$ cat src/hw/rtl/bna_pkg.sv
package bna_pkg;

    localparam int FIELD_W      = 14;
    localparam int WORD_BITS    = 32;
    localparam int WORD_LG      = 5;
    localparam int DEF_MAP_BITS = 8192;
    localparam int RESET_MAP_SIZE   = 8192;
    localparam int RESET_FREE_COUNT = 8192;

    localparam int S_TDATA_W = 16;
    localparam int M_TDATA_W = 32;

    localparam logic REG_MAP_SIZE   = 1'b0;
    localparam logic REG_START_FREE = 1'b1;

    typedef enum logic [1:0] {
        ACT_ALLOC = 2'd0,
        ACT_FREE  = 2'd1,
        ACT_MARK  = 2'd2
    } action_t;

    typedef enum logic [2:0] {
        ST_CLEAR,
        ST_IDLE,
        ST_READ,
        ST_EVAL
    } state_t;

    typedef struct packed {
        logic load;
        logic rd;
        logic advance;
        logic commit;
        logic clear_wr;
    } ctl_cmd_t;

    typedef struct packed {
        logic done;
        logic clear_last;
    } ctl_status_t;

endpackage

$ cat src/hw/rtl/bna_ctrl.sv
module bna_ctrl
    import bna_pkg::*;
(
    input  logic        aclk,
    input  logic        aresetn,
    input  logic        s_tvalid,
    output logic        s_tready,
    output logic        m_tvalid,
    input  logic        m_tready,
    output ctl_cmd_t    cmd,
    input  ctl_status_t status
);

    state_t state_reg, state_next;
    logic   m_tvalid_reg, m_tvalid_next;
    logic   out_free;

    assign out_free = !m_tvalid_reg || m_tready;
    assign m_tvalid = m_tvalid_reg;

    always_ff @(posedge aclk) begin
        if (!aresetn) begin
            state_reg    <= ST_CLEAR;
            m_tvalid_reg <= 1'b0;
        end else begin
            state_reg    <= state_next;
            m_tvalid_reg <= m_tvalid_next;
        end
    end

    always_comb begin
        state_next = state_reg;
        unique case (state_reg)
            ST_CLEAR: begin
                if (status.clear_last) state_next = ST_IDLE;
            end
            ST_IDLE: begin
                if (s_tvalid) state_next = ST_READ;
            end
            ST_READ: begin
                state_next = ST_EVAL;
            end
            ST_EVAL: begin
                if (!status.done) state_next = ST_READ;
                else if (out_free) state_next = ST_IDLE;
            end
            default: state_next = ST_CLEAR;
        endcase
    end

    always_comb begin
        s_tready     = 1'b0;
        cmd          = '0;
        unique case (state_reg)
            ST_CLEAR: cmd.clear_wr = 1'b1;
            ST_IDLE: begin
                s_tready = 1'b1;
                cmd.load = s_tvalid;
            end
            ST_READ: cmd.rd = 1'b1;
            ST_EVAL: begin
                cmd.advance = !status.done;
                // hold the finished item until the output register frees up
                cmd.commit  = status.done && out_free;
            end
            default: ;
        endcase
        if (cmd.commit) m_tvalid_next = 1'b1;
        else if (m_tready) m_tvalid_next = 1'b0;
        else m_tvalid_next = m_tvalid_reg;
    end

endmodule

$ cat config.mk
export PLATFORM = sky130hd
export DESIGN_NAME = bna_ctrl
export DESIGN_NICKNAME = d
export VERILOG_FILES = /design/src/hw/rtl/bna_pkg.sv /design/src/hw/rtl/bna_ctrl.sv
export SDC_FILE = /design/constraint.sdc
export NUM_CORES = 1
export LEC_CHECK = 0
export ABC_AREA = 1
export BUFFER_PORTS_ARGS = -buffer_cell sky130_fd_sc_hd__buf_4
export CAP_MARGIN = 20
export CORE_AREA = 8 8 45 47
export DETAILED_ROUTE_END_ITERATION = 12
export DIE_AREA = 0 0 53 55
export GPL_TIMING_DRIVEN = 0
export PLACE_DENSITY_LB_ADDON = 0.15
export SYNTH_ARGS = -nofsm -noshare
export SYNTH_HDL_FRONTEND = slang
export SYNTH_SLANG_ARGS = --single-unit
export TNS_END_PERCENT = 10
$ cat constraint.sdc
create_clock -name aclk -period 2.75 [get_ports aclk]
set_clock_uncertainty 0.15 [all_clocks]
set_input_delay 0.275 -clock aclk [delete_from_list [all_inputs] [get_ports aclk]]
set_output_delay 0.275 -clock aclk [all_outputs]
set_load 0.005 [all_outputs]
==> flow_metrics.py, run 1 <==
metrics = {
    "timing": {
        "max_clock_freq_mhz": 660,
        "fin_crit_ns": 1.52,
        "finalCritPeriodShare_pct": 55.1,
        "hold_viol_final": 0,
        "setup_viol": 0,
        "fin_tns_setup_ns": 0,
        "rsz0062_at_grt": "no",
        "slew_violations": 0,
        "slew_headroom_pct": 88.6,
        "setup_ws_ns": 1.23,
        "timing_worst_slew_pin_value_ns": 0.170,
    },
    "critical_path": {
        "crit_slowest_cell": "dfxtp_1",
        "crit_path_frequent_cell": "buf_4",
        "crit_path_max_fanout": 5,
        "critPathMaxStageDelay_ns": 0.39,
        "cp-end-kind": "output pin",
        "worstPathRequired_ns": 2.33,
        "path_cells": "nand3_2 > nor2_1 > buf_4 > buf_4",
        "cp.arrival_ns": 1.09,
        "critPathKind": "flip-flop to output pin",
        "cp-start-kind": "flip-flop",
    },
    "clocking": {
        "cts_max_path_buffers": 2,
        "hold_buffers": 0,
        "root_buffer": "clkbuf_4",
        "h-tree-depth": 1,
        "cts_resized": 0,
        "cts_tree": "built",
        "cts_sinks": 3,
        "numCtsBuffers": 3,
        "clkSlewWorstSetupHoldPaths_ns": 0.04,
        "clkLatencyLatePin_ns": 0.23,
        "post-cts-setup-buffers": 0,
    },
    "worst_hold_path": {
        "min_path_type": "input port to flip-flop",
    },
    "route": {
        "via_per_inst": 3.74,
        "firstDrtPassIters": 4,
        "drc": 0,
        "vias": 228,
        "route.antenna.remaining_nets": 0,
        "avgRoutedWirePerCell_um": 8.70,
        "drt_iter0_markers": 5,
        "routed_wl_um": 531,
    },
    "finish": {
        "final_nets": 52,
        "largest_reg_flops": 2,
        "area_growth_pct": 75.2,
        "utilization_pct": 23.0,
        "final_layout_size_suffix_gt1_share_pct": 40.0,
        "num_antenna_cells": 0,
    },
    "synthesis": {
        "yosysSeqAreaShare_pct": 33.1,
        "yosys_register_bits": 3,
        "synth_mux_area_share_pct": 0,
        "avgSynthCellArea_um2": 6.26,
        "syn_inst": 29,
        "synth_compound_area_share_pct": 10.3,
        "synth-simple-area-share_pct": 33.8,
        "synth_nets": 35,
        "synth-adder-area-share_pct": 0,
        "synth_xor_area_share_pct": 0,
        "synth_warnings": 0,
        "synthesis.area_um2": 181,
        "netlist-cell-type-count": 11,
        "synth_top_family_by_area": "simple AND/OR/NAND/NOR gates",
    },
    "power": {
        "power.density_nw_per_um2": 529,
        "vdd_drop_max_mv": 0.221,
        "leakagePower_nw": 0.177,
        "design_power_total_mw": 0.168,
    },
    "placed_design": {
        "preCtsSetupSlack_ns": 1.46,
        "dp_hpwl_um": 452,
        "routabilityCongestion": 0.656,
        "io_buffers": 12,
    },
    "floorplanning": {
        "dieArea_um2": 2920,
        "die_y_um": 55,
        "core_um2": 1380,
        "ios": 13,
        "die_x_um": 53,
        "rows": 14,
        "initial_core_util_pct": 13.1,
    },
    "flow_run": {
        "max-cap-violations": 0,
    },
    "grt": {
        "grt_max_degree": 6,
        "antenna_found_initial": 0,
        "grt_first_pass_wirelength_um": 821,
        "track_usage_pct": 4.21,
        "grt_pass1_vias": 199,
        "grt-ovfl-total": 0,
    },
    "run_status": {
        "status": "complete, no violations",
    },
}
==> metrics by stage <==
step	cells	hold WS (ns)	cell area [µm²]
floorplan	29	0.223	181
global placement	57	0.321	292
detailed placement	57	0.328	292
CTS	61	0.0824	318
global route	61	0.0874	318
finish	61	0.0922	318
==> final timing paths <==
kind	startpoint	end	slack, ns	depth (start not counted)
max	state_reg[1]	cmd[1]	1.23	4
min	aresetn	state_reg[0]	0.09	3
max reg2reg	state_reg[1]	state_reg[0]	1.70	5
min reg2reg	m_tvalid	m_tvalid	0.39	4
==> routing by layer <==
metal / share of wire [%] / global-route usage, %
met2: 36 / 4.10
met3: 20 / 4.28
met4: 0 / 3.88
met1: 44 / 4.70
met5: 0 / 0
==> synthesized netlist by cell type <==
cell	number	share of area, %
nor2_1	4	8.3
buf_4	1	4.1
dfxtp_1	3	33
a21oi_1	1	2.8
inv_1	9	19
nor3_1	2	5.5
o21ai_0	1	2.8
nand2_1	3	6.2
nand3_1	3	8.3
a21oi_2	1	4.8
nand3_2	1	5.5
==> power by group <==
| part | total (mW) | internal [mW] | leakage (nW) | switching, mW |
|---|---|---|---|---|
| Sequential | 0.0517 | 0.0475 | 0.0247 | 0.00413 |
| Combinational | 0.0387 | 0.0209 | 0.137 | 0.0178 |
| Clock | 0.0776 | 0.0544 | 0.0150 | 0.0232 |
| Total | 0.168 | 0.123 | 0.177 | 0.0451 |
==> worst max-delay path: cells and delay by family, from the launching register on <==
family                 cells  cell delay, ns
and+or+nand+nor            2            0.27
buffers and inverters      2            0.20
DFF                        1            0.39
==> layout make-up <==
cell class | count | area [µm²]
Fill cell | 164 | 1070
Timing Repair Buffer | 12 | 90.1
Multi-Input combinational cell | 16 | 80.1
Sequential cell | 3 | 60.1
Inverter | 9 | 33.8
Clock buffer | 4 | 26.3
Tap cell | 16 | 20.0
Buffer | 1 | 7.51
==> logic make-up after synthesis <==
family / after synthesis
buffers and inverters: 10
AOI/OAI and AO/OA: 3
and+or+nand+nor: 13
DFF: 3
==> layout by cell type, fill, tap and decap left out <==
cell type | Yosys | layout
nand3_2 | 1 | 1
o21ai_0 | 1 | 1
inv_1 | 9 | 9
clkbuf_4 | 0 | 3
nor3_1 | 2 | 2
nand2_1 | 3 | 3
nand3_1 | 3 | 3
buf_4 | 1 | 13
a21oi_1 | 1 | 1
nor2_1 | 4 | 4
clkbuf_1 | 0 | 1
dfxtp_1 | 3 | 3
a21oi_2 | 1 | 1
Power figures use the tool's default switching activity.
==> run 2, diff against run 1 <==
--- a/config.mk
+++ b/config.mk
@@ -5,7 +5,7 @@
 export SDC_FILE = /design/constraint.sdc
 export NUM_CORES = 1
 export LEC_CHECK = 0
-export ABC_AREA = 1
+export ABC_AREA = 0
 export BUFFER_PORTS_ARGS = -buffer_cell sky130_fd_sc_hd__buf_4
 export CAP_MARGIN = 20
 export CORE_AREA = 8 8 45 47
==> constraint.sdc (replaced) <==
create_clock -name aclk -period 1.5 [get_ports aclk]
set_clock_uncertainty 0.15 [all_clocks]
set_input_delay 0.15 -clock aclk [delete_from_list [all_inputs] [get_ports aclk]]
set_output_delay 0.15 -clock aclk [all_outputs]
set_load 0.005 [all_outputs]
==> run 2 against run 1 <==
Effect of this change: count of clock-buffer cells in the layout did not move; highest routed layer unchanged; setup slack worse by 1.1 ns; critical path type unchanged; clock power rose by 84%; die area did not move.
==> flow_metrics.py, run 2 <==
metrics = {
    "finish": {
        "largest_reg_flops": 2,
        "final_cells": 57,
        "final_cell_mix": "13 x buf_4, 4 x nor2_1, 3 x clkbuf_4, 3 x dfxtp_1",
        "num_antenna_cells": 0,
        "area_growth_pct": 74.1,
        "seq_area_um2": 60.1,
        "final_nets": 48,
        "final_layout_size_suffix_gt1_share_pct": 48.8,
        "layout_commonest_cell": "buf_4",
        "multi_input_area_um2": 100,
        "fillers": 161,
    },
    "critical_path": {
        "critPathKind": "flip-flop to output pin",
        "r2r_slack_ns": 0.38,
        "cp-end-kind": "output pin",
        "worstPathRequired_ns": 1.20,
        "reg2reg_depth": 4,
        "cp.arrival_ns": 1.05,
        "crit_path_max_fanout": 8,
        "cp-start-kind": "flip-flop",
        "r2r_end": "state_reg[1]",
        "reg2reg_from": "state_reg[0]",
    },
    "synthesis": {
        "synth_nets": 30,
        "ys.flop_type": "dfxtp_1",
        "netlist-cell-type-count": 16,
        "avgSynthCellArea_um2": 8.24,
        "synth_area_leader_cell": "dfxtp_1",
        "syn_inst": 24,
        "synthTopCellsByArea": "dfxtp_1 30%, buf_6 11%, nor2_1 7.6%",
        "synth_top_area_share_pct": 30.4,
        "yosys_register_bits": 3,
        "yosys-top-cells-count": "4 x nor2_1, 3 x dfxtp_1, 2 x buf_6, 2 x inv_1, 2 x nand2_1",
        "synth-edff-count": 0,
        "async_flop_share_pct": 0,
        "yosysSeqAreaShare_pct": 30.4,
        "synthesis.area_um2": 198,
        "synth_warnings": 0,
        "synth.most_common_cell": "nor2_1",
    },
    "run_status": {
        "status": "complete, no violations",
    },
    "timing": {
        "rsz0062_at_grt": "no",
        "finalCritPeriodShare_pct": 89.9,
        "slew_violations": 0,
        "hold_viol_final": 0,
        "fin_tns_setup_ns": 0,
        "fin_crit_ns": 1.35,
        "timing_worst_slew_pin_value_ns": 0.183,
        "max_clock_freq_mhz": 742,
        "setup_viol": 0,
        "slew_headroom_pct": 87.7,
    },
    "clocking": {
        "h-tree-depth": 1,
        "numCtsBuffers": 3,
        "hold_buffers": 1,
        "cts_resized": 0,
        "clkLatencyLatePin_ns": 0.23,
        "cts_max_path_buffers": 2,
        "clkSlewWorstSetupHoldPaths_ns": 0.04,
        "cts_sinks": 3,
        "cts_tree": "built",
        "root_buffer": "clkbuf_4",
        "post-cts-setup-buffers": 0,
    },
    "placed_design": {
        "dp_hpwl_um": 438,
        "dp_cells": 52,
        "io_buffers": 12,
        "routabilityCongestion": 0.679,
    },
    "worst_hold_path": {
        "hold_end": "state_reg[0]",
        "min_path_type": "input port to flip-flop",
        "hp-start": "status[0]",
        "hold_depth": 3,
    },
    "flow_run": {
        "max-cap-violations": 0,
    },
    "route": {
        "vias": 205,
        "via_per_inst": 3.60,
        "routed_wl_um": 535,
        "avgRoutedWirePerCell_um": 9.39,
        "firstDrtPassIters": 3,
        "drt_iter0_markers": 6,
        "route.antenna.remaining_nets": 0,
        "drc": 0,
    },
    "floorplanning": {
        "die_x_um": 53,
        "dieArea_um2": 2920,
        "rows": 14,
        "ios": 13,
        "core_um2": 1380,
        "initial_core_util_pct": 14.3,
        "die_y_um": 55,
    },
    "grt": {
        "antenna_found_initial": 0,
        "track_usage_pct": 4.21,
        "grt-ovfl-total": 0,
        "grt_pass1_vias": 192,
        "grt_max_degree": 9,
        "grt_first_pass_wirelength_um": 841,
    },
    "power": {
        "vdd_drop_max_mv": 0.327,
        "leakagePower_nw": 0.167,
        "power.density_nw_per_um2": 890,
    },
}
## run 2: changes by cell type after synthesis, moves of 2 or more
| cell | change |
|---|---|
| nand3_1 | -2 |
| nor3_1 | -2 |
| inv_1 | -7 |
| buf_6 | +2 |
## run 2: layout make-up
| class | count | area share (%) |
|---|---|---|
| Buffer | 3 | 8.73 |
| Clock buffer | 4 | 7.64 |
| Inverter | 2 | 2.18 |
| Multi-Input combinational cell | 16 | 29.1 |
| Sequential cell | 3 | 17.5 |
| Tap cell | 16 | 5.82 |
| Timing Repair Buffer | 13 | 29.1 |
## run 2: metrics by stage
| step | cell area (µm²) | total power [mW] | setup WS [ns] | util (%) | hold WS (ns) |
|---|---|---|---|---|---|
| 2_1_floorplan | 198 | 0.129 | 0.396 | - | 0.118 |
| 3_3_place_gp | 308 | 0.164 | 0.379 | 22.2 | 0.238 |
| 3_5_place_dp | 308 | 0.164 | 0.377 | 22.2 | 0.239 |
| 5_1_grt | 344 | 0.334 | 0.0831 | 24.9 | 0.0533 |
| 6_report | 344 | 0.306 | 0.152 | 24.9 | 0.0351 |
| 4_1_cts | 344 | 0.315 | 0.139 | 24.9 | 0.0309 |
## run 2: worst max-delay path by stage
stage,startpoint,endpoint
final,state_reg[0],cmd[4]
after global routing,state_reg[0],cmd[4]
after CTS,state_reg[0],cmd[4]
after detailed placement,state_reg[0],state_reg[1]
after global placement,state_reg[0],state_reg[1]
after floorplan,state_reg[0],state_reg[1]
## run 2: cells by family after synthesis
group                  after synthesis  synth area share [%]
DFF                                  3                  30.4
buffers and inverters                5                  19.0
AOI/OAI and AO/OA                    5                  17.1
muxes                                1                  5.06
and+or+nand+nor                     10                  28.5
## run 2: metal layers
layer	GRT usage (%)	part of all wire, %	vias up
met5	0	0	-
met4	3.88	0	0
met3	3.48	15	0
met2	5.47	44	8
met1	4.10	41	87
li1	-	-	110
## run 2: critical path: stages, from the launching register on
cell	delay, ns
dfxtp_1	0.30
buf_6	0.12
nor2b_4	0.12
and2_4	0.15
buf_4	0.13
## run 2: power by group
part           total, mW  switching (mW)  internal (mW)
clock network      0.143          0.0432         0.0998
registers         0.0873         0.00200         0.0853
logic             0.0759          0.0293         0.0466
total              0.306          0.0746          0.232
